**config.mk**
```make
export PLATFORM = sky130hd
export DESIGN_NAME = mfl_front
export DESIGN_NICKNAME = d
export VERILOG_FILES = /design/src/rtl/mfl_pkg.sv /design/src/rtl/mfl_front.sv
export SDC_FILE = /design/constraint.sdc
export NUM_CORES = 1
export LEC_CHECK = 0
export BUFFER_PORTS_ARGS = -buffer_cell sky130_fd_sc_hd__buf_2
export CAP_MARGIN = 20
export CELL_PAD_IN_SITES_DETAIL_PLACEMENT = 0
export CELL_PAD_IN_SITES_GLOBAL_PLACEMENT = 1
export CORE_MARGIN = 1
export CORE_UTILIZATION = 45
export DETAILED_ROUTE_END_ITERATION = 10
export PLACE_DENSITY_LB_ADDON = 0.1
export RECOVER_POWER = 100
export SYNTH_ARGS = -nofsm -noshare
export SYNTH_HDL_FRONTEND = slang
export SYNTH_SLANG_ARGS = --single-unit
```
**constraint.sdc**
```tcl
create_clock -name clock -period 7.25 [get_ports clock]
set_input_delay 1.45 -clock clock [delete_from_list [all_inputs] [get_ports clock]]
set_output_delay 1.45 -clock clock [all_outputs]
set_load 0.02 [all_outputs]
```
**src/rtl/mfl_pkg.sv**
```systemverilog
`timescale 1ns / 1ps
// Shared types, constants and the luminance key function for the median filter.
// No dependencies; every other file of the block imports this package.
package mfl_pkg;

   localparam int MAX_WIDTH   = 1024;
   localparam int COL_W       = $clog2(MAX_WIDTH);
   localparam int WID_W       = 11;
   localparam int HGT_W       = 16;
   localparam int CH_W        = 8;
   localparam int PIX_W       = 3 * CH_W;
   localparam int KEY_W       = 22;
   localparam int SIDE        = 3;
   localparam int TAPS        = SIDE * SIDE;
   localparam int MID_RANK    = TAPS / 2;
   localparam int STEPQ_DEPTH = 4;
   localparam int RSPQ_DEPTH  = 16;

   localparam logic [WID_W-1:0] WIDTH_RESET  = WID_W'(640);
   localparam logic [HGT_W-1:0] HEIGHT_RESET = HGT_W'(480);

   localparam logic [13:0] KEY_RED   = 14'd2126;
   localparam logic [13:0] KEY_GREEN = 14'd7152;
   localparam logic [13:0] KEY_BLUE  = 14'd722;

   typedef enum logic [0:0] {
      REG_IMAGE_WIDTH  = 1'b0,
      REG_IMAGE_HEIGHT = 1'b1
   } reg_index_type;

   // One step of the pixel stream as seen by the line stores and window.
   typedef struct packed {
      logic [PIX_W-1:0] pixel;
      logic [COL_W-1:0] col;
      logic             emit;
      logic             last;
      logic             x_lo;
      logic             x_hi;
      logic             y_lo;
      logic             y_hi;
   } step_type;

   function automatic logic [KEY_W-1:0] luma_key(input logic [PIX_W-1:0] rgb);
      logic [KEY_W-1:0] r;
      logic [KEY_W-1:0] g;
      logic [KEY_W-1:0] b;
      r = KEY_W'(rgb[PIX_W-1 -: CH_W]) * KEY_W'(KEY_RED);
      g = KEY_W'(rgb[CH_W +: CH_W]) * KEY_W'(KEY_GREEN);
      b = KEY_W'(rgb[CH_W-1:0]) * KEY_W'(KEY_BLUE);
      return r + g + b;
   endfunction

endpackage

```
**src/rtl/mfl_front.sv**
```systemverilog
`timescale 1ns / 1ps
// Front end: configuration registers, frame geometry and raster counters.
// Turns accepted items into stream steps for the back end. Uses mfl_pkg.
module mfl_front (
   input  logic                         clock,
   input  logic                         reset,
   input  logic                         req_push,
   output logic                         req_full,
   input  logic [mfl_pkg::CH_W-1:0]     req_pixel_red,
   input  logic [mfl_pkg::CH_W-1:0]     req_pixel_green,
   input  logic [mfl_pkg::CH_W-1:0]     req_pixel_blue,
   input  logic                         req_filler,
   input  logic                         csr_valid,
   output logic                         csr_ready,
   input  mfl_pkg::reg_index_type       csr_index,
   input  logic [mfl_pkg::HGT_W-1:0]    csr_data,
   input  logic                         step_full,
   output logic                         step_push,
   output mfl_pkg::step_type            step_data
);
   import mfl_pkg::*;

   logic [WID_W-1:0] width_ff, width_in, fw_ff, fw_in;
   logic [HGT_W-1:0] height_ff, height_in, fh_ff, fh_in;
   logic [COL_W-1:0] col_ff, col_in, ocol_ff, ocol_in;
   logic [HGT_W-1:0] row_ff, row_in, orow_ff, orow_in;
   logic             done_ff, done_in;
   logic [WID_W-1:0] gap_ff, gap_in;

   logic             pad, acc, start, pix_step, done_step, emit;
   logic [WID_W-1:0] w_clamp, fw, col_p1, ocol_p1;
   logic [HGT_W-1:0] fh;
   logic             x_lo, x_hi, y_lo, y_hi;

   assign csr_ready = 1'b1;

   always_comb begin
      // A single-row frame ends one step short of the lead; a pad step fills it.
      pad       = done_ff && (gap_ff != fw_ff + WID_W'(1));
      req_full  = step_full || pad;
      acc       = req_push && !req_full;
      start     = (col_ff == '0) && (row_ff == '0) && !done_ff;
      priority if (width_ff == '0)                 w_clamp = WID_W'(1);
      else if (width_ff > WID_W'(MAX_WIDTH))       w_clamp = WID_W'(MAX_WIDTH);
      else                                         w_clamp = width_ff;
      fw        = start ? w_clamp : fw_ff;
      fh        = start ? ((height_ff == '0) ? HGT_W'(1) : height_ff) : fh_ff;
      pix_step  = acc && !done_ff && !req_filler;
      done_step = (acc && done_ff) || (pad && !step_full);
      step_push = pix_step || done_step;
      emit      = step_push && (gap_ff == fw + WID_W'(1));
      x_lo      = (ocol_ff == '0);
      x_hi      = ({1'b0, ocol_ff} == fw - WID_W'(1));
      y_lo      = (orow_ff == '0);
      y_hi      = (orow_ff == fh - HGT_W'(1));
      col_p1    = {1'b0, col_ff} + WID_W'(1);
      ocol_p1   = {1'b0, ocol_ff} + WID_W'(1);

      step_data.pixel = pix_step ? {req_pixel_red, req_pixel_green, req_pixel_blue} : '0;
      step_data.col   = col_ff;
      step_data.emit  = emit;
      step_data.last  = x_hi && y_hi;
      step_data.x_lo  = x_lo;
      step_data.x_hi  = x_hi;
      step_data.y_lo  = y_lo;
      step_data.y_hi  = y_hi;

      width_in  = width_ff;
      height_in = height_ff;
      fw_in     = fw_ff;
      fh_in     = fh_ff;
      col_in    = col_ff;
      row_in    = row_ff;
      ocol_in   = ocol_ff;
      orow_in   = orow_ff;
      done_in   = done_ff;
      gap_in    = gap_ff;

      if (csr_valid) begin
         unique case (csr_index)
            REG_IMAGE_WIDTH:  width_in  = csr_data[WID_W-1:0];
            REG_IMAGE_HEIGHT: height_in = csr_data;
         endcase
      end

      if (pix_step) begin
         fw_in = fw;
         fh_in = fh;
      end
      if (step_push) begin
         // The stream column keeps running through the flush so line stores stay aligned.
         if (col_p1 == fw) begin
            col_in = '0;
            if (pix_step) begin
               row_in = row_ff + HGT_W'(1);
               if ({1'b0, row_ff} + (HGT_W+1)'(1) == {1'b0, fh}) begin
                  row_in  = '0;
                  done_in = 1'b1;
               end
            end
         end else begin
            col_in = col_p1[COL_W-1:0];
         end
         if (!emit) begin
            gap_in = gap_ff + WID_W'(1);
         end else if (x_hi && y_hi) begin
            col_in  = '0;
            row_in  = '0;
            ocol_in = '0;
            orow_in = '0;
            done_in = 1'b0;
            gap_in  = '0;
         end else if (ocol_p1 == fw) begin
            ocol_in = '0;
            orow_in = orow_ff + HGT_W'(1);
         end else begin
            ocol_in = ocol_p1[COL_W-1:0];
         end
      end
   end

   always_ff @(posedge clock) begin
      if (reset) begin
         width_ff  <= WIDTH_RESET;
         height_ff <= HEIGHT_RESET;
         fw_ff     <= WID_W'(1);
         fh_ff     <= HGT_W'(1);
         col_ff    <= '0;
         row_ff    <= '0;
         ocol_ff   <= '0;
         orow_ff   <= '0;
         done_ff   <= 1'b0;
         gap_ff    <= '0;
      end else begin
         width_ff  <= width_in;
         height_ff <= height_in;
         fw_ff     <= fw_in;
         fh_ff     <= fh_in;
         col_ff    <= col_in;
         row_ff    <= row_in;
         ocol_ff   <= ocol_in;
         orow_ff   <= orow_in;
         done_ff   <= done_in;
         gap_ff    <= gap_in;
      end
   end

endmodule

```
## After elaboration in Yosys (flattened, before gate mapping)

Cells that the tools add are included.

- Register bits after elaboration: 118
- Input port bits: 47
- Word-level logic and storage cells: 84

- $add $sub $neg: 10
- $lt $le $gt $ge: 1
- Eq/ne operators: 8
- Mux-type cells: 25
- Bitwise gates (word level): 1
- Reduce and logical (&&, ||, !) cells: 29

Operators by type and width:

| kind | number |
|---|---|
| 16-bit 2-to-1 mux | 9 |
| 11-bit 2-to-1 mux | 5 |
| 10-bit 2-to-1 mux | 5 |
| 16-bit logical NOT | 3 |
| 11-bit by 1-bit adder with 11-bit output, second input constant | 3 |
| 11-bit == test | 3 |
| 16-bit by 1-bit adder with 16-bit output, second input constant | 2 |
| 24-bit 2-to-1 mux | 1 |
| 10-bit by 1-bit adder with 11-bit output, second input constant | 2 |
| 10-bit logical NOT | 2 |
| 16-bit by 1-bit adder with 17-bit output, second input constant | 1 |
| 17-bit by 16-bit == test with 1-bit output | 1 |
| 16-bit == test | 1 |
| 16-bit by 1-bit subtractor with 16-bit output, second input constant | 1 |
| 10-bit by 11-bit == test with 1-bit output | 1 |
| 11-bit greater-than comparator, second input constant | 1 |
| 11-bit logical NOT | 1 |
| 11-bit inequality test | 1 |
| 11-bit by 1-bit subtractor with 11-bit output, second input constant | 1 |
| 1-bit logical AND | 10 |
| 2-bit AND reduction | 4 |
| 1-bit 2-to-1 mux | 5 |
| 1-bit logical NOT | 4 |
| 1-bit logical OR | 3 |
| 4 further kinds | 4 |

## Depth between registers and ports, before layout

- Word-level depth: 12
- Gate-level depth with buffers: 22
- Depth with buffers taken out: 17

## Worst setup path before layout

OpenSTA, ideal clock, no wires.

- Path kind: flip-flop to output port
- Start point: reg col_ff[0]
- End point: out step_data[4] (netlist name)
- Arrival time: 4560 ps
- Data required time: 5800 ps
- Setup slack: 1240 ps
- Stages on the path, launching flop included: 19
- Cells stage by stage: dfxtp_1 > inv_1 > ha_1 > nor4b_2 > and3_1 > buf_2 > buf_6 > buf_2 > a21oi_1 > or2_2 > ha_1 > or4b_2 > o31ai_1 > o41ai_1 > or4_1 > a22oi_1 > o2111ai_1 > a2111oi_4 > and2_1

RTL lines:

| item | line | RTL |
|---|---|---|
| from (decl) | mfl_front.sv:25 | `logic [COL_W-1:0] col_ff, col_in, ocol_ff, ocol_in;` |
| from (signal assigned) | mfl_front.sv:139 | `col_ff <= col_in;` |
| to (decl) | mfl_front.sv:19 | `output mfl_pkg::step_type step_data` |

==> flow_summary.ini <==
[outcome]
outcome = finished, violations left
failing_checks = design-rule violations, max-capacitance violations, max-slew violations

[cells_and_area]
final_common_cell = nand2_1
area_overhead_vs_synth_pct = 9.89
insertedDiodeCount = 0
mostFrequentLayoutCells = 157 x nand2_1, 118 x dfxtp_1, 114 x a21oi_1
fraction_of_final_layout_cells_sized_beyond_drive_strength_1 = 0.103
final_cell_area_um2 = 11200
fin_util = 0.509
final_nets = 1484

[global_route]
number_of_antenna_violations_at_the_first_check_in_global_routing = 0
grt_overflow_total = 0
largest_net_degree_at_the_start_of_global_routing = 59
via_count_of_the_first_global_routing_pass = 9809
grt_usage = 0.315
global_route_wire_length_before_repair_um = 57800

[drt]
vias = 11100
wl_per_cell_um = 21.6
route.final.wire_length_um = 37100
postRouteAntennaNets = 0
post-route-drc-count = 5
drt_iter0_markers = 1342
tritonroute_pass_1_iters = 11
vias_per_cell = 6.48

[sta]
timing.final.hold_violations = 0
setup_viol = 0
slew-limit-headroom = -0.195
timing.fmax_mhz = 144
rsz_0062_raised_after_global_routing = false
period_needed_ns = 6.94
max_slew.worst_pin.slew_ns = 1.79
min_period_over_period = 0.957
clock_tree_skew_after_final_layout_ns = 0.0126
timing.final.max_slew_violations = 51
worst_slack_ns = 0.311
setup_tns_final_ns = 0

[critical_path]
critical_path.reg2reg.endpoint = orow_ff[1]$_SDFFE_PP0P_
worst_setup_ep = step_data[4]
reg2reg_slack_ns = 0.51
timing.critical_path.from = row_ff[0]$_SDFFE_PP0P_
worstPathRequired_ns = 5.80
end_kind = output port
path_max_fanout = 17
rr_worst_depth = 17
worst_r2r_startpoint = row_ff[0]$_SDFFE_PP0P_
start_kind = flop
worst-endpoint-arrival_ns = 5.49
crit_type = reg -> out

[synth]
netlist_instances = 1404
syn_avg_cell_area_um2 = 7.29
synthesis.area_um2 = 10200
dominantRegCellSynth = dfxtp_1
mapped_nets = 1464
synth_cell_type_count = 92
async_flop_share = 0
ys_warn_count = 0
synth-seq-area-share = 0.231
number_of_flip_flops_and_latches_in_the_synthesized_netlist = 118
synth-edff-count = 0

[floorplanning]
initial_core_util = 0.463
core.rowCount = 54
die_w_um = 153
num_io_pins = 90
die_y_um = 153
die_area_um2 = 23400
core_um2 = 22100

[power_and_ir_drop]
seq_power_share = 0.353
total_leakage_power_nw = 4.01
pwr_density_cell_nw_per_um2 = 176
p_switching_uw = 630
p_sw_frac = 0.317
p_clk_frac = 0.464
internal_power_mw = 1.35
power_frac_comb = 0.184
p_total_mw = 1.98
ir_worst_vdd_mv = 0.133

[clock_network]
cts_buffer_depth = 2
cts.hold.buffers_added = 0
cts_buffers = 17
cts_tree = built
clk_latency_ns = 0.44
post_cts.resized_instances = 0
clock_sink_count = 118
path_clk_slew_ns = 0.06
clock_tree.htree_level_count = 4
ctsRootBufferMaster = clkbuf_16
cts_post_setup_buffers_inserted = 0

[job]
maxCapViolCount = 2

[placement]
numPortBuffers = 88
dp_hpwl_um = 27400
place_congestion = 0.994
post_dp_cell_area_um2 = 10700
post-place-ws_ns = 0.818

[hold_path]
hp-class = reg -> reg
[worst max-delay path, cell delays in order, from the launching register on]
cell	delay, ns
dfxtp_1	0.38
inv_1	0.08
ha_1	0.14
nor4b_4	0.29
and4_2	0.52
a21boi_0	0.21
nor2_1	0.17
ha_1	0.42
or4b_2	0.68
o31ai_1	0.21
o41ai_1	0.12
or4_1	0.56
a22oi_1	0.21
o2111ai_1	0.22
a2111oi_4	0.48
and2_0	0.20
buf_2	0.16
[registers in the layout, indices dropped and copies added (netlist names)]
register and count:
col_ff 10, done_ff 1, fh_ff 16, fw_ff 11
gap_ff 11, height_ff 16, ocol_ff 10, orow_ff 16
row_ff 16, width_ff 11
[metal layers]
layer | wire length [um] | up-vias | track usage
li1 | - | 5223 | -
met3 | 3560 | 47 | 0.0604
met5 | 0 | - | 0
met4 | 482 | 0 | 0.0645
met2 | 15400 | 608 | 0.462
met1 | 17700 | 5250 | 0.472
[stage by stage]
stage / hold WS (ns) / std cells
after floorplan: 0.432 / 1404
after global placement: 0.481 / 1683
after detailed placement: 0.485 / 1683
after CTS: 0.493 / 1715
after global routing: 0.535 / 1717
final: 0.493 / 1717
[layout make-up]
cell class / instances / area [um2]
multi-input cells: 1129 / 7190
clock buffers: 17 / 425
well taps: 280 / 350
fillers: 2217 / 10800
repair buffers: 110 / 556
clock inverters: 15 / 189
inverters: 48 / 180
flip-flops and latches: 118 / 2360
[power groups by stage]
stage | combinational, mW | clock, mW | sequential, mW
after detailed placement | 0.354 | 0 | 0.712
after CTS | 0.356 | 0.930 | 0.698
after floorplan | 0.275 | 0 | 0.690
after global placement | 0.357 | 0 | 0.711
after global routing | 0.394 | 0.959 | 0.701
final | 0.364 | 0.920 | 0.700
[synth_stat cells, types with 6 or more instances]
cell       instances  area, um2
o21ai_1           10       50.1
or4_1             28        210
nor3_1            45        225
o22ai_1            8       50.1
o211ai_1          17        128
nand4b_1          12        105
ha_1              13        163
buf_2             12       60.1
buf_6              6       67.6
and2_1            36        225
and3_1            41        257
mux2i_1           15        150
or3_1             30        188
a21boi_0          13       97.6
o2111ai_1          6       52.6
xnor2_1           65        569
nor2b_1           17        106
a311oi_1           6       52.6
a21oi_1          114        571
xor2_1            21        184
a21o_1             7       52.6
nand2b_1           8       50.1
nand2_1          157        589
a31oi_1           21        131
o21ai_0           59        295
nor2_1            72        270
o31ai_1           14        105
a211oi_1          18        135
nand4_1           23        144
inv_1             47        176
clkbuf_1          71        267
buf_4             13       97.6
nand3b_1          14        105
nand3_1           84        420
nor4b_1            7       61.3
nor4_1            32        200
dfxtp_1          118       2360
a211o_1            7       61.3
[worst min path at each step]
stage,start,end,cells past startpoint
floorplan,fh_ff[15]$_SDFFE_PP0P_,fh_ff[15]$_SDFFE_PP0P_,2
global placement,width_ff[8]$_SDFFE_PP0P_,width_ff[8]$_SDFFE_PP0P_,2
detailed placement,width_ff[8]$_SDFFE_PP0P_,width_ff[8]$_SDFFE_PP0P_,2
CTS,width_ff[8]$_SDFFE_PP0P_,width_ff[8]$_SDFFE_PP0P_,2
global route,fh_ff[14]$_SDFFE_PP0P_,fh_ff[14]$_SDFFE_PP0P_,2
finish,width_ff[8]$_SDFFE_PP0P_,width_ff[8]$_SDFFE_PP0P_,2
[cell families (layout without fill, tap and decap cells)]
| group | Yosys count | in the layout | share of synthesized area |
|---|---|---|---|
| and+or+nand+nor | 649 | 649 | 0.353 |
| buffers and inverters | 157 | 190 | 0.0684 |
| xor gates and xnor gates | 91 | 91 | 0.0846 |
| muxes | 18 | 18 | 0.0180 |
| DFF | 118 | 118 | 0.231 |
| adders and majority gates | 13 | 13 | 0.0159 |
| other | 1 | 1 | 0.000366 |
| AOI/OAI and AO/OA | 357 | 357 | 0.229 |
(Power assumes the default switching activity.)
