File: config.mk
export PLATFORM = sky130hd
export DESIGN_NAME = mfl_stepq
export DESIGN_NICKNAME = d
export VERILOG_FILES = /design/src/rtl/mfl_pkg.sv /design/src/rtl/mfl_stepq.sv
export SDC_FILE = /design/constraint.sdc
export NUM_CORES = 1
export LEC_CHECK = 0
export ABC_CLOCK_PERIOD_IN_PS = 2300
export BUFFER_PORTS_ARGS = -buffer_cell sky130_fd_sc_hd__buf_2
export CORE_ASPECT_RATIO = 1.5
export CORE_MARGIN = 1
export CORE_UTILIZATION = 30
export DETAILED_ROUTE_END_ITERATION = 10
export GPL_ROUTABILITY_DRIVEN = 0
export SYNTH_ARGS = -nofsm -noshare
export SYNTH_HDL_FRONTEND = slang
export SYNTH_SLANG_ARGS = --single-unit
File: constraint.sdc
create_clock -name clock -period 2.3 [get_ports clock]
set_clock_uncertainty 0.15 [all_clocks]
set_input_delay 0.46 -clock clock [delete_from_list [all_inputs] [get_ports clock]]
set_output_delay 0.46 -clock clock [all_outputs]
set_load 0.03 [all_outputs]
File: src/rtl/mfl_pkg.sv
`timescale 1ns / 1ps
// Shared types, constants and the luminance key function for the median filter.
// No dependencies; every other file of the block imports this package.
package mfl_pkg;

   localparam int MAX_WIDTH   = 1024;
   localparam int COL_W       = $clog2(MAX_WIDTH);
   localparam int WID_W       = 11;
   localparam int HGT_W       = 16;
   localparam int CH_W        = 8;
   localparam int PIX_W       = 3 * CH_W;
   localparam int KEY_W       = 22;
   localparam int SIDE        = 3;
   localparam int TAPS        = SIDE * SIDE;
   localparam int MID_RANK    = TAPS / 2;
   localparam int STEPQ_DEPTH = 4;
   localparam int RSPQ_DEPTH  = 16;

   localparam logic [WID_W-1:0] WIDTH_RESET  = WID_W'(640);
   localparam logic [HGT_W-1:0] HEIGHT_RESET = HGT_W'(480);

   localparam logic [13:0] KEY_RED   = 14'd2126;
   localparam logic [13:0] KEY_GREEN = 14'd7152;
   localparam logic [13:0] KEY_BLUE  = 14'd722;

   typedef enum logic [0:0] {
      REG_IMAGE_WIDTH  = 1'b0,
      REG_IMAGE_HEIGHT = 1'b1
   } reg_index_type;

   // One step of the pixel stream as seen by the line stores and window.
   typedef struct packed {
      logic [PIX_W-1:0] pixel;
      logic [COL_W-1:0] col;
      logic             emit;
      logic             last;
      logic             x_lo;
      logic             x_hi;
      logic             y_lo;
      logic             y_hi;
   } step_type;

   function automatic logic [KEY_W-1:0] luma_key(input logic [PIX_W-1:0] rgb);
      logic [KEY_W-1:0] r;
      logic [KEY_W-1:0] g;
      logic [KEY_W-1:0] b;
      r = KEY_W'(rgb[PIX_W-1 -: CH_W]) * KEY_W'(KEY_RED);
      g = KEY_W'(rgb[CH_W +: CH_W]) * KEY_W'(KEY_GREEN);
      b = KEY_W'(rgb[CH_W-1:0]) * KEY_W'(KEY_BLUE);
      return r + g + b;
   endfunction

endpackage

File: src/rtl/mfl_stepq.sv
`timescale 1ns / 1ps
// Short queue of stream steps between the front end and the back end.
// Uses step_type and STEPQ_DEPTH from mfl_pkg.
module mfl_stepq (
   input  logic              clock,
   input  logic              reset,
   input  logic              push,
   input  mfl_pkg::step_type push_data,
   output logic              full,
   input  logic              pop,
   output logic              valid,
   output mfl_pkg::step_type head
);
   import mfl_pkg::*;

   localparam int PTR_W = $clog2(STEPQ_DEPTH);

   step_type         q_ff [STEPQ_DEPTH];
   logic [PTR_W-1:0] wr_ff, wr_in, rd_ff, rd_in;
   logic [PTR_W:0]   cnt_ff, cnt_in;

   always_comb begin
      full   = (cnt_ff == (PTR_W+1)'(STEPQ_DEPTH));
      valid  = (cnt_ff != '0);
      head   = q_ff[rd_ff];
      wr_in  = push ? wr_ff + PTR_W'(1) : wr_ff;
      rd_in  = pop ? rd_ff + PTR_W'(1) : rd_ff;
      cnt_in = cnt_ff + (PTR_W+1)'(push) - (PTR_W+1)'(pop);
   end

   always_ff @(posedge clock) begin
      if (push) begin
         q_ff[wr_ff] <= push_data;
      end
   end

   always_ff @(posedge clock) begin
      if (reset) begin
         wr_ff  <= '0;
         rd_ff  <= '0;
         cnt_ff <= '0;
      end else begin
         wr_ff  <= wr_in;
         rd_ff  <= rd_in;
         cnt_ff <= cnt_in;
      end
   end

endmodule

# --- Yosys cells after proc, flatten, opt, wreduce, memory -nomap -nowiden ---
# Memory sizes are Yosys's and may differ from the RTL's. A register that Yosys moved wholly into a read port is not among the register bits.
# Index checks and enable logic that the tools add are counted.
totals:
  ff_bits: 7
  latchBits: 0
  mem_bits_rw: 160
  mem_bits_ro: 0
  in_bits: 44
  out_inout_bits: 42
  elab_cells: 14
  mem_count: 1
op_classes:
  add_sub_neg: 4
  mul: 0
  div: 0
  magnitude_cmp: 0
  eq_ne: 1
  n_shift: 0
  muxes: 4
  n_bitwise: 0
  n_reduce_logical: 1
memory_table:
  columns: ["name", "words", "word_bits", "read_ports", "rd_clocked_by_memory_dff", "wr", "line_no", "text"]
  rows:
  - ["q_ff", 4, 40, 1, 1, 1, "mfl_stepq.sv:18", "step_type q_ff [STEPQ_DEPTH];"]
op_table:
  columns: ["op", "n"]
  rows:
  - ["2-bit by 1-bit adder with 2-bit output, second input constant", 2]
  - ["2-bit two-way mux", 2]
  - ["3-bit by 1-bit adder with 3-bit output", 1]
  - ["3-bit == test, second input constant", 1]
  - ["3-bit nonzero test", 1]
  - ["3-bit by 1-bit subtractor with 3-bit output", 1]
  - ["1-bit two-way mux", 2]

# --- Longest topological paths before layout ---
# Gate-level depths: netlist (run 1).
depth:
  depth_word: 3
  depth_mapped: 7
  mapped_depth_nobuf: 7

# --- Worst setup path after synthesis (run 1) ---
# OpenSTA, ideal clock, no wires.
synth_path:
  kind: "register to register"
  start: "reg wr_ff[0]"
  end: "mem q_ff[2][0] (netlist bit) (enable)"
  setup_time_ps: 401
  arrival_ps: 1511
  required_time_ps: 1749
  slack_ps: 238
  stages_incl_launch_ff: 4
  path_buffers: 0
  synth_period_minus_slack_ps: 2062
  path_cell_list: "dfxtp_1 > inv_1 > ha_1 > and2_1"
synth_lines:
  columns: ["item", "line_no", "text"]
  rows:
  - ["from (decl)", "mfl_stepq.sv:19", "logic [PTR_W-1:0] wr_ff, wr_in, rd_ff, rd_in;"]
  - ["from (signal assigned)", "mfl_stepq.sv:43", "wr_ff <= wr_in;"]
  - ["to (decl)", "mfl_stepq.sv:18", null]
# Straight into the memory's write port.

==> run metrics, run 1 <==
violated checks=setup timing; DR iter-0 viols=224; first-pass GRT wire length=17000 microns; max-cap violations=0; clock sinks=169; switching share of power=0.235; hpwl dp=6440 microns; io pins=86; WP depth=3; register area=0.00499 sq mm; Post-synth EDFFs=160; crit path launch type=flop; Yosys warning total=0; outcome=finished, violations left; cell depth of the worst hold path=1; Pleak=0.00266 uW; Synth Area per Inst=24.9 sq um; Critical path buffers and inverters=2; Top Family by Delay on Critical Path=multiplexers; layout cells sized above 1=0.458; Vias=2823; Die Area=0.0215 sq mm; internal power=5610 uW; Remaining DRCs=0; initial antenna violation count=2; Pins Over Slew Limit=0; vias per cell=4.47; register area share after synthesis=0.797; worst-margin pin slew=278 ps; synth unique cells=20; placed insts=598; Setup TNS=-1590 ps; CP max stage delay=520 ps; Synth Cell Area=0.00626 sq mm; Slew HR=0.814; largest net degree at the start of global routing=41; peak supply drop=0.417 mV; Overflow after GRT=0; All-Layer GR Usage=0.111; Cell Rows=64; sequential share of power=0.488; # H-tree levels=4; fmax=425 MHz; Worst-Skew Late Latency=420 ps; Port Buffer Count=85; Die W=120 microns; core box area=0.0204 sq mm; crit end category=output pin; Worst Path Required=1690 ps; crit-path cells=clkbuf_16 -> mux4_2 -> buf_6; Area Overhead vs Synth=26.3%; DRT antenna net count=0; worst r2r path cells=7; clock root buffer=clkbuf_16; cts bufs inserted=17; post-route setup slack=-53.7 ps; RSZ-0062 raised after global routing=yes; crit share post-route=1.02; Multi-input gate area=0.00114 sq mm; syn nets=302; Reg clk slew, reported paths=60 ps; filler instances=1853; vias in the first global route=3103; routed length per instance=17.5 microns; clock power share=0.370; Syn Inst Count=251; critical path class=flop to output pin; drt total wl=11100 microns; power per standard cell area=928 mW/mm^2; final hold vios=0; Comb power frac=0.142; net switching power=1720 uW; Synth Register Bits=169; ys async rst share=0; drt pass-1 iters=4; Die H=179 microns; Main synth FF type=edfxtp_1; final setup violation count=40; TritonCTS clock tree=done; Longest Clk Path Bufs=2; Critical Path Fanout Max=12; hold_buf cts=0; Final min period=2350 ps; Final #Nets=405; Non-Filler Instances=632; Crit-path slowest cell=mux4_2; Hold Path Class=input pin to flop; Critical Path AT=1740 ps; Setup WS pre-CTS=147 ps; Initial Util=0.306
==> sequential cells by signal (all words and copies together), names as in the netlist, named ones only <==
name    cells
rd_ff       2
cnt_ff      3
wr_ff       2
q_ff      160
==> repair_timing <==
item / in CTS / in global routing
setup endpoints to repair: 40 / 40
resized for setup: 81 / 0
setup buffers: 0 / 0
cloned: 0 / 1
==> layout make-up <==
type,instances,area share
diodes,1,0.000317
clock buffers,21,0.0557
clock inverters,11,0.0155
inverters,6,0.00285
multi-input cells,67,0.145
flip-flops and latches,169,0.632
well taps,264,0.0418
repair buffers,93,0.107
==> power groups by stage <==
stage               clock [uW]  combinational, uW  sequential [uW]
floorplan                    0                638             3630
global placement             0                885             3630
detailed placement           0                908             3650
CTS                       2790               1060             3580
global route              2910               1110             3590
finish                    2710               1040             3580
==> metrics by stage <==
stage	utilization	power (uW)	hold WS, ps	area [sq um]
global route	0.387	7610	70.9	7900
finish	0.387	7330	99.4	7900
floorplan	-	4270	342	6260
global placement	0.345	4520	368	7050
CTS	0.386	7430	74.7	7870
detailed placement	0.345	4550	383	7050
==> placed cells by master, fill, tap and decap left out, drive strengths merged, types with 2 or more instances in the layout <==
cell,count
xnor2,2
dfxtp,9
nor2b,2
and2,4
clkbuf,22
nor2,5
clkinv,4
inv,7
clkinvlp,4
ha,6
mux4,40
buf,92
bufinv,2
edfxtp,160
==> cell usage after synthesis (2+ instances only) <==
cell type	number	area share
edfxtp_1	160	0.77
mux4_2	40	0.14
dfxtp_1	9	0.029
ha_1	6	0.012
inv_1	6	0.0036
nor2_1	5	0.0030
and2_1	4	0.0040
buf_12	4	0.013
buf_2	4	0.0032
nor2b_1	2	0.0020
xnor2_1	2	0.0028
==> final timing paths <==
check                              startpoint     endpoint  slack (ps)
worst max-delay path                     flop      head[2]         -50
worst min-delay path            push_data[30]  q_ff[0][30]         100
worst max register to register      cnt_ff[0]    cnt_ff[2]         400
worst min register to register       rd_ff[1]         flop         400
==> per-layer routing <==
metal  part of all wire  wire length, microns  global-route usage  up-vias
met1               0.40                  4410               0.119     1477
met2               0.53                  5860               0.190       64
li1                   -                     -                   -     1259
met3              0.051                   561              0.0426       21
met4              0.021                   228              0.0563        2
met5            0.00099                    11                   0        -
==> cell families after synthesis <==
group           count (synthesis)  synth area share
compound gates                  2           0.00240
xor+xnor                        3           0.00660
fa+ha+maj                       7            0.0152
buf+inv                        15            0.0214
flops                         169             0.797
mux                            41             0.146
simple gates                   14            0.0122
(Power assumes the default switching activity.)
==> run 2: changes to the inputs <==
ABC_CLOCK_PERIOD_IN_PS = 2160   (was 2300)
PLACE_DENSITY = 0.61   (was not set)
clock period = 2.16 ns   (was 2.3 ns; I/O delays follow)
==> run 2 against run 1 <==
  * The run still ends with setup timing left
  * Clock power up 13%
  * Core utilization up 0.54 points
  * Design area up 1.4%
  * Non-clock buffer count increased by 5
  * Largest cell class unchanged
==> run metrics, run 2 (synthesized netlist as in run 1, its figures left out) <==
outcome=finished, violations left; violated checks=setup timing; Worst Path Required=1580 ps; Cell Rows=64; crit end category=output pin; Initial Util=0.306; final setup violation count=40; FF-to-FF End=cnt_ff[2]; post-route cell area=0.00801 sq mm; final hold slack=74.5 ps; # H-tree levels=4; Port Buffer Count=85; Worst-Skew Late Latency=420 ps; clock root buffer=clkbuf_16; cell depth of the worst hold path=1; hold_buf cts=0; Largest regs=q_ff: 160 flops, cnt_ff: 3 flops; Longest Clk Path Bufs=2; WHS Endpoint=q_ff[2][8]; drt total wl=11600 microns; drt pass-1 iters=4; Reg clk slew, reported paths=70 ps; routed length per instance=18.2 microns; Area Overhead vs Synth=28.0%; layout cells sized above 1=0.470; largest net degree at the start of global routing=41; Area after DPL=0.00707 sq mm; RSZ-0062 raised after global routing=yes; Vias=2858; reg2reg setup slack=240 ps; cts bufs inserted=17; Final min period=2350 ps; Pins Over Slew Limit=0; crit share post-route=1.09; Critical Path Fanout Max=6; Non-Filler Instances=637; fmax=425 MHz; clock sinks=169; io pins=86; Hold Crit Start=push_data[8]; vias in the first global route=3121; DRT antenna net count=0; TritonCTS clock tree=done; Slew HR=0.816; Die Area=0.0215 sq mm; All-Layer GR Usage=0.115; Die W=120 microns; worst-margin pin slew=276 ps; Pleak=0.00272 uW; Final #Nets=410; post-route setup slack=-195 ps; Critical Path AT=1770 ps; hpwl dp=6870 microns; final hold vios=0; crit path launch type=flop; Hold Path Class=input pin to flop; power per standard cell area=1000 mW/mm^2; peak supply drop=0.433 mV; Most flops, register=q_ff; critical path class=flop to output pin; first-pass GRT wire length=17500 microns; core box area=0.0204 sq mm; Die H=179 microns; filler instances=1836; most frequent cells in the layout=edfxtp_1, buf_2, mux4_2, buf_6, clkbuf_16; commonest non-fill, non-tap cell in the layout=edfxtp_1; worst r2r path cells=7; max-cap violations=0; placed insts=600; initial antenna violation count=2; Setup WS pre-CTS=28.8 ps; DR iter-0 viols=158; Util after Layout=0.392; vias per cell=4.49; Overflow after GRT=0; Remaining DRCs=0; max reg flops=160; worst reg2reg path startpoint=cnt_ff[0]
[run 2: how the worst max path moves through the flow]
stage / slack [ps] / depth (start not counted) / to / startpoint
floorplan: 100 / 3 / q_ff[2][0] / wr_ff[0]
global placement: 90 / 7 / cnt_ff[2] / pop
detailed placement: 30 / 7 / cnt_ff[2] / pop
CTS: -240 / 4 / head[7] / flop
global route: -250 / 4 / head[24] / flop
finish: -190 / 4 / head[23] / flop
[run 2: repair_timing]
| item | in CTS | in global routing |
|---|---|---|
| cloned | 2 | 0 |
| setup endpoints to repair | 40 | 40 |
| hold endpoints to repair | 0 | 0 |
| gates resized for setup | 83 | 0 |
| buffers inserted | 2 | 0 |
[run 2: layout make-up]
| cell class | instances | area, sq um | area share |
|---|---|---|---|
| diodes | 1 | 2.50 | 0.000312 |
| repair buffers | 98 | 921 | 0.115 |
| clock buffers | 18 | 429 | 0.0536 |
| flip-flops and latches | 169 | 4990 | 0.623 |
| well taps | 264 | 330 | 0.0412 |
| inverters | 6 | 22.5 | 0.00281 |
| clock inverters | 14 | 171 | 0.0214 |
| multi-input cells | 67 | 1140 | 0.143 |
[run 2: layer usage]
| metal | up-vias | track usage | share of wire |
|---|---|---|---|
| met5 | - | 0 | 0.00069 |
| met4 | 2 | 0.0500 | 0.016 |
| met3 | 16 | 0.0398 | 0.050 |
| met2 | 75 | 0.195 | 0.54 |
| met1 | 1494 | 0.131 | 0.40 |
| li1 | 1271 | - | - |
[run 2: per-stage QoR]
| stage | total power (uW) | setup TNS, ps |
|---|---|---|
| final | 8020 | -5740 |
| after floorplan | 4550 | 0 |
| after detailed placement | 4850 | 0 |
| after CTS | 8140 | -7830 |
| after global placement | 4820 | 0 |
| after global routing | 8300 | -8530 |
[run 2: power breakdown]
part	switching, uW	internal (uW)
combinational	606	537
sequential	51.0	3760
clock	1230	1830
[run 2: worst max-delay path, stage by stage (launching register included)]
cell and delay [ps]:
dfxtp_4 400, buf_12 140, buf_16 130, mux4_2 510, buf_6 160
==> run 3: changes to the inputs <==
SETUP_SLACK_MARGIN = 0.1   (was not set)
TNS_END_PERCENT = 30   (was not set)
==> run 3 against run 2 <==
  * The flow still finishes with violations (setup timing)
  * Routed wire length up 0.35%
  * Sequential share of layout area is 0.78 points higher
  * Highest routed layer unchanged
  * Cell count decreased by 0.47%
  * Global-route usage grew 0.40 points
  * Worst hold slack got worse by 7.5 ps
  * Die area unchanged
  * First-iteration DRC count increased by 2.5%
  * Setup slack better by 12 ps
  * Core utilization fell by 0.48 points
  * Non-clock buffer count decreased by 2
==> run metrics, run 3 (synthesized netlist as in run 1, its figures left out) <==
drt pass-1 iters=4; hpwl dp=6860 microns; drt total wl=11600 microns; cts bufs inserted=17; max-cap violations=0; Largest regs=q_ff: 160 flops, cnt_ff: 3 flops; Setup Buffers After CTS=0; worst-margin pin slew=270 ps; Reg clk slew, reported paths=70 ps; clock power share=0.365; fmax=427 MHz; register area=0.00499 sq mm; sequential share of power=0.491; layout cells sized above 1=0.465; Initial Util=0.306; filler instances=1857; switching share of power=0.244; Comb power frac=0.144; Vias=2839; Pins Over Slew Limit=0; # diodes=0; power per standard cell area=982 mW/mm^2; net switching power=1900 uW; Critical Path AT=1760 ps; Critical Path Fanout Max=14; core box area=0.0204 sq mm; Hold Path Class=input pin to flop; DR iter-0 viols=162; RSZ-0062 raised after global routing=yes; Final min period=2340 ps; Die W=120 microns; Worst Path Required=1580 ps; Port Buffer Count=85; crit share post-route=1.08; # H-tree levels=4; final setup violation count=40; Slew HR=0.820; Multi-input gate area=0.00114 sq mm; Longest Clk Path Bufs=2; crit path launch type=flop; internal power=5870 uW; Most flops, register=q_ff; All-Layer GR Usage=0.119; largest net degree at the start of global routing=41; TritonCTS clock tree=done; Remaining DRCs=0; Final #Nets=408; Worst-Skew Late Latency=420 ps; crit end category=output pin; Util after Layout=0.387; Non-Filler Instances=634; Cell Rows=64; Overflow after GRT=0; commonest non-fill, non-tap cell in the layout=edfxtp_1; most frequent cells in the layout=edfxtp_1, buf_2, mux4_2, buf_6, clkbuf_16; clock sinks=169; DRT antenna net count=0; final hold slack=67.0 ps; placed insts=601; vias in the first global route=3214; post-route setup slack=-183 ps; clock root buffer=clkbuf_16; vias per cell=4.48; outcome=finished, violations left; critical path class=flop to output pin; initial antenna violation count=1; first-pass GRT wire length=18000 microns; io pins=86; Area Overhead vs Synth=26.4%; Die Area=0.0215 sq mm; violated checks=setup timing; max reg flops=160; routed length per instance=18.3 microns; Pleak=0.00267 uW; peak supply drop=0.472 mV; Setup WS pre-CTS=50.2 ps; final hold vios=0; Die H=179 microns
run 3: worst paths after layout:
kind                       from     endpoint  slack, ps  depth (start not counted)
setup reg to reg      cnt_ff[0]    cnt_ff[2]        240                          7
hold / removal    push_data[32]  q_ff[0][32]         70                          1
setup / recovery           flop     head[38]       -180                          3
hold reg to reg        wr_ff[1]     wr_ff[1]        400                          2
run 3: final cells by class:
type,instances,share of cell area
multi-input cells,67,0.145
well taps,264,0.0418
repair buffers,96,0.110
clock buffers,18,0.0542
flip-flops and latches,169,0.631
clock inverters,14,0.0155
inverters,6,0.00285
run 3: critical path: stages (launching register included):
cell	delay, ps
dfxtp_4	420
buf_12	190
mux4_2	550
buf_6	160
run 3: power groups by stage:
stage	logic [uW]	registers, uW	clock network, uW
after floorplan	680	3870	0
after global placement	954	3870	0
after detailed placement	974	3890	0
after CTS	1150	3820	2920
after global routing	1200	3830	3040
final	1120	3820	2830
run 3: repair_timing:
action	CTS	global route
gates resized for setup	82	0
pin swaps	0	0
setup endpoints to repair	40	40
hold buffers	0	0
cloned	1	0
run 3: per-stage QoR:
| step | cell area [sq um] | power (uW) | setup TNS (ps) |
|---|---|---|---|
| global route | 7910 | 8070 | -9140 |
| CTS | 7910 | 7890 | -8080 |
| finish | 7910 | 7770 | -5840 |
| detailed placement | 7070 | 4860 | 0 |
| global placement | 7070 | 4820 | 0 |
| floorplan | 6260 | 4550 | 0 |
run 3: layer usage:
layer | global-route usage | vias up | share of wire
met2 | 0.208 | 63 | 0.55
met4 | 0.0615 | 2 | 0.020
met3 | 0.0388 | 18 | 0.046
met1 | 0.128 | 1490 | 0.38
met5 | 0 | - | 0.0011
li1 | - | 1266 | -
